[src/bfpe_tape.sv]
// Byte tape of the brainfuck program executor with a clearing pass after reset.
// Depends on no package; instantiated by brainfuck_program_executor_unit.
module bfpe_tape #(
  parameter int TAPE_DEPTH = 512,
  localparam int TA_W = $clog2(TAPE_DEPTH)
) (
  input  logic            clk,
  input  logic            rst,
  input  logic [TA_W-1:0] rd_addr,
  output logic [7:0]      rd_data,
  input  logic            wr_en,
  input  logic [TA_W-1:0] wr_addr,
  input  logic [7:0]      wr_data,
  output logic            busy
);

  logic [7:0]      mem [TAPE_DEPTH];
  logic [TA_W-1:0] clr_idx;

  // Sweep every cell to zero once after reset.
  always_ff @(posedge clk) begin
    if (rst) begin
      busy    <= 1'b1;
      clr_idx <= '0;
    end else if (busy) begin
      if (clr_idx == TA_W'(TAPE_DEPTH - 1)) begin
        busy <= 1'b0;
      end
      clr_idx <= clr_idx + 1'b1;
    end
  end

  // Single write port shared by the sweep and the executor; registered read.
  always_ff @(posedge clk) begin
    if (busy) begin
      mem[clr_idx] <= 8'd0;
    end else if (wr_en) begin
      mem[wr_addr] <= wr_data;
    end
    rd_data <= mem[rd_addr];
  end

endmodule

[config.mk]
export PLATFORM = sky130hd
export DESIGN_NAME = bfpe_tape
export DESIGN_NICKNAME = d
export VERILOG_FILES = /design/src/bfpe_tape.sv
export SDC_FILE = /design/constraint.sdc
export NUM_CORES = 2
export LEC_CHECK = 0
export ABC_CLOCK_PERIOD_IN_PS = 11200
export BUFFER_PORTS_ARGS = -buffer_cell sky130_fd_sc_hd__buf_2
export CAP_MARGIN = 15
export CORE_ASPECT_RATIO = 1.2
export CORE_MARGIN = 3
export CORE_UTILIZATION = 55
export DETAILED_ROUTE_END_ITERATION = 8
export PLACE_DENSITY = 0.68
export SLEW_MARGIN = 20
export SYNTH_ARGS = -nofsm -noshare
export SYNTH_HDL_FRONTEND = slang
export SYNTH_SLANG_ARGS = --single-unit
[constraint.sdc]
create_clock -name clk -period 11.2 [get_ports clk]
set_input_delay 1.12 -clock clk [delete_from_list [all_inputs] [get_ports clk]]
set_output_delay 1.12 -clock clk [all_outputs]
set_load 0.02 [all_outputs]
After elaboration in Yosys (flattened, before gate mapping)
Memories as Yosys holds them, arrays and structs flattened. A register that Yosys moved wholly into a read port is not among the register bits.
Index checks and enable logic that the tools add are counted.
{"block": "word_totals", "register_bits": 10, "ramBits": 4096, "input_bits": 29, "memories": 1}
{"block": "op_classes", "n_addsub": 1, "eq_ne": 1, "n_reduce_logical": 1, "mux": 10}
{"name": "mem", "words": 512, "word_bits": 8, "read_ports": 1, "rd_ports_with_merged_regs": 1, "wr": 1, "line": "17", "text": "logic [7:0] mem [TAPE_DEPTH];"}
{"cell": "$add A9 B1 Y9 const B", "n": 1}
{"cell": "$eq A9 B9 Y1 const B", "n": 1}
{"cell": "$mux W9", "n": 1}
{"cell": "$mux W1", "n": 8}
{"cell": "$mux W8", "n": 1}
{"cell": "$reduce_or A8 Y1", "n": 1}

Logic depth before layout (Yosys ltp)
{"block": "logic_depth", "word_depth": 5, "mapped_depth": 13, "ltp_nobuf": 7}

Worst setup path after synthesis
No wires, ideal clock.
{"block": "synth_path", "path_kind": "input port to flip-flop", "from": "in wr_en", "to": "mem mem[0][0], data pin", "t_arrival_ps": 8256, "setup_time_ps": 1538, "slack_ps": 1406, "path_stages": 4, "cell_sequence": "inv_1 nor2_1 clkbuf_1 and2_1"}
{"block": "synth_via", "elab_chain_cells": 5}
{"item": "start: declaration", "line": "11", "text": "input logic wr_en,"}
{"item": "$mux W1", "line": "37", "text": "end else if (wr_en) begin"}
{"item": "$mux W1", "line": "35", "text": "if (busy) begin"}
{"item": "$mux W1 (implied by the code)", "line": "38", "text": "mem[wr_addr] <= wr_data;"}
{"item": "$reduce_or A8 Y1 (no source line)"}
{"item": "$mux W8 (no source line)"}
{"item": "end: declaration", "line": "17"}
No other way between the ends.

==> summary.txt <==
Outcome
  – Outcome: finished, final reports clean

Route
  – DR pass1 iterations: 6
  – Via density: 6.75
  – Routed len/inst: around 34 µm
  – Final ANT Viol Nets: 0
  – Total number of vias: about 84000
  – Drc violations: 0
  – Detailed Route WL: 420000 µm
  – Initial DRC count: about 12000

STA
  – Total negative setup slack: 0 ns
  – Period utilization: 49.3%
  – Setup ws final: 5.68 ns
  – RSZ-0062 raised after global routing: false
  – Final worst path period need: ~5.5 ns
  – Worst-Margin Slew: 1.20 ns
  – Count of final setup violators: 0
  – Max-slew violations: 0
  – Max frequency: around 0.18 GHz
  – Final hold vios: 0
  – Slew HR: around a fifth
  – Worst Clk Skew: 0.0388 ns

Logic synthesis
  – Seq/Total Area, Yosys: 76.5%
  – Ys Warns: 0
  – Synth Cell Area: between 150000 and 200000 µm²
  – Yosys cell types: 74
  – Top post-synthesis cells by area: edfxtp_1 76%, mux4_2 9.0%, mux2i_1 4.7%, o221ai_1 1.6%, nor2_1 1.5%
  – Mapped Nets: 8235
  – Synthesis-stage register bit count: 4114
  – Ys async rst share: 0%
  – Post-synth top area share: 76.3%
  – Cells after Synth: 8204
  – Yosys top cell by area: edfxtp_1
  – EDFF count, synth: approximately 4000
  – Syn_area_per_cell: 19.6 µm²
  – Main synth FF type: edfxtp_1

GRT
  – Vias in the first global route: just over 80000
  – Largest net degree at the start of global routing: 209
  – Met3 usage: 5.40%
  – Total global routing overflow: 0
  – M2 GR Usage: 43.7%
  – Met1 Use GR: between 30% and 40%
  – Gr busiest metal: met2
  – First-pass GRT wire length: between 600000 and 700000 µm
  – Initial antenna violation count: 30
  – Gr usage total: between 20% and 30%

Clock tree
  – Clock insertion delay at the later pin of the skew report: 0.91 ns
  – Root Driver: clkbuf_16
  – Htree depth: 5
  – Post-cts sizing count: 0
  – Max Buffers Root-to-Sink: 4
  – CTS clk-pin slew, worst paths: around 0.060 ns
  – Clock sinks: 4114
  – TritonCTS Buffers: 375
  – TritonCTS clock tree: yes
  – Post-CTS setup buffer count: 0
  – CTS Hold Buffers Added: 0

Worst setup path
  – Startpoint types: input pin
  – Crit-path max cell delay: 0.82 ns
  – WP buf/inv: 4
  – Worst-path fanout max: 92
  – Most used cell, CP: buf_4
  – CP Cell Sequence: buf_8, buf_4, nand2b_4, buf_12, buf_4, o221ai_1, o22ai_1, nor2_1, a221oi_1, a211oi_1, and4b_1
  – Worst endpoint required time: 11.97 ns
  – Slowest CP cell: a221oi_1
  – CP endpoint kind: register
  – Crit Path Category: in -> reg
  – Crit-path leading delay family: buffers and inverters
  – Worst endpoint data arrival time: roughly 6.3 ns

Placement
  – Worst slack, placed: around 4.8 ns
  – Port Buffers: 37
  – Placed Cells: around 12000
  – Post-DP HPWL: ~250000 µm
  – Gpl congestion: 0.862

Pwr
  – Lkg Pwr: 59.5 nW
  – Net Sw Power: 6.36 mW
  – Pwr dens: 174 nW/µm²
  – Clock Power Share: 41.5%
  – Combinational group share of total power: approximately 4%
  – Sw frac: 20.7%
  – Reg power frac: 54.4%
  – VDD IR max: between 0.00015 and 0.0002 V
  – Cell Int Power: 24.4 mW
  – Total power: 30.7 mW

Layout
  – Synth-to-Final Area Change: 9.73%
  – Share of layout cells above drive strength 1: 16.8%
  – Most common cell after layout, fill and taps aside: edfxtp_1
  – # nets final: 8283
  – Final core utilization: slightly above 60%
  – Final cell count without fillers: roughly 12000
  – Commonest cells after routing, fill and taps aside: 4096 x edfxtp_1, 761 x mux2i_1, 643 x mux4_2

Floorplan
  – # IOs: 38
  – Die ar.: 300000 µm²
  – Die X: roughly 500 µm
  – Core ar.: just under 300000 µm²
  – Initial Utilization: 55.3%
  – Row count: 217
  – Die H: between 500 and 600 µm

Min path
  – Worst hold path class: in -> reg

Run
  – Max-cap violations: 0
## worst register-to-register path, cell delays in order, from the launching register on
cell	delay, ns
dfxtp_1	0.51
nor2_2	0.53
buf_4	0.41
mux2_2	0.43
nor2_1	0.82
nand2_1	0.79
nor2_1	1.03
## power groups by stage
stage | clock network, mW | registers [mW] | logic [mW]
2_1_floorplan | 0 | 17.0 | 0.812
3_3_place_gp | 0 | 17.0 | 1.24
3_5_place_dp | 0 | 17.0 | 1.24
4_1_cts | 12.9 | 16.7 | 1.25
5_1_grt | 13.5 | 16.7 | 1.30
6_report | 12.8 | 16.7 | 1.26
## final cells by class
class                   instances  area, µm²
flip-flops and latches       4114     123000
inverters                       9       48.8
well taps                    3832       4790
diodes                         25       62.6
clock inverters               222       2190
fillers                     20298     114000
clock buffers                 455       9830
multi-input cells            3557      34800
repair buffers                195       1720
## state kept, by name, indices dropped and copies added, names as in the netlist
register / flops
busy: 1
clr_idx: 9
rd_data: 8
mem: 4096
## synth_stat cells, drive strengths merged, types with 21 or more instances
| master | number |
|---|---|
| edfxtp | 4096 |
| mux2i | 761 |
| mux4 | 656 |
| nor2 | 640 |
| o221ai | 303 |
| buf | 296 |
| clkbuf | 228 |
| o22ai | 193 |
| a21oi | 192 |
| nand2 | 176 |
| o21ai | 120 |
| nor3 | 67 |
| nand3 | 57 |
| a22oi | 44 |
| and2 | 33 |
| a211oi | 31 |
| a31oi | 31 |
| mux2 | 29 |
| nand4 | 29 |
| and3 | 21 |
## kinds of logic (layout without fill, tap and decap cells)
group | count (synthesis) | in the layout | synth area share [%]
flops | 4114 | 4114 | 76.5
xor+xnor | 7 | 7 | 0.0380
compound gates | 1019 | 1019 | 4.39
simple gates | 1083 | 1083 | 2.88
buf+inv | 533 | 881 | 2.02
other cells | 0 | 25 | 0
fa+ha+maj | 2 | 2 | 0.0155
mux | 1446 | 1446 | 14.1
## path summary, 6_finish.rpt
kind                                         startpoint                 endpoint  slack [ns]  cells past startpoint
worst max-delay path                         rd_addr[1]       rd_data[3]$_DFF_P_        5.68                     11
worst min-delay path                                rst  clr_idx[8]$_SDFFE_PP0P_        0.54                      2
worst max register to register          busy$_SDFF_PP1_     mem[63][0]$_DFFE_PP_        6.28                      6
worst min register to register  clr_idx[0]$_SDFFE_PP0P_  clr_idx[0]$_SDFFE_PP0P_        0.59                      2
## per-layer routing
layer,vias up,part of all wire [%]
li1,34052,-
met1,44035,38
met2,4859,48
met3,772,10
met4,18,3.8
met5,-,0.027
## stage by stage
| step | hold WS (ns) | area, µm² |
|---|---|---|
| after floorplan | 0.517 | 161000 |
| after global placement | 0.560 | 165000 |
| after detailed placement | 0.570 | 165000 |
| after CTS | 0.485 | 177000 |
| after global routing | 0.530 | 177000 |
| final | 0.540 | 177000 |
Note: power is estimated with default switching activity, not from simulation.
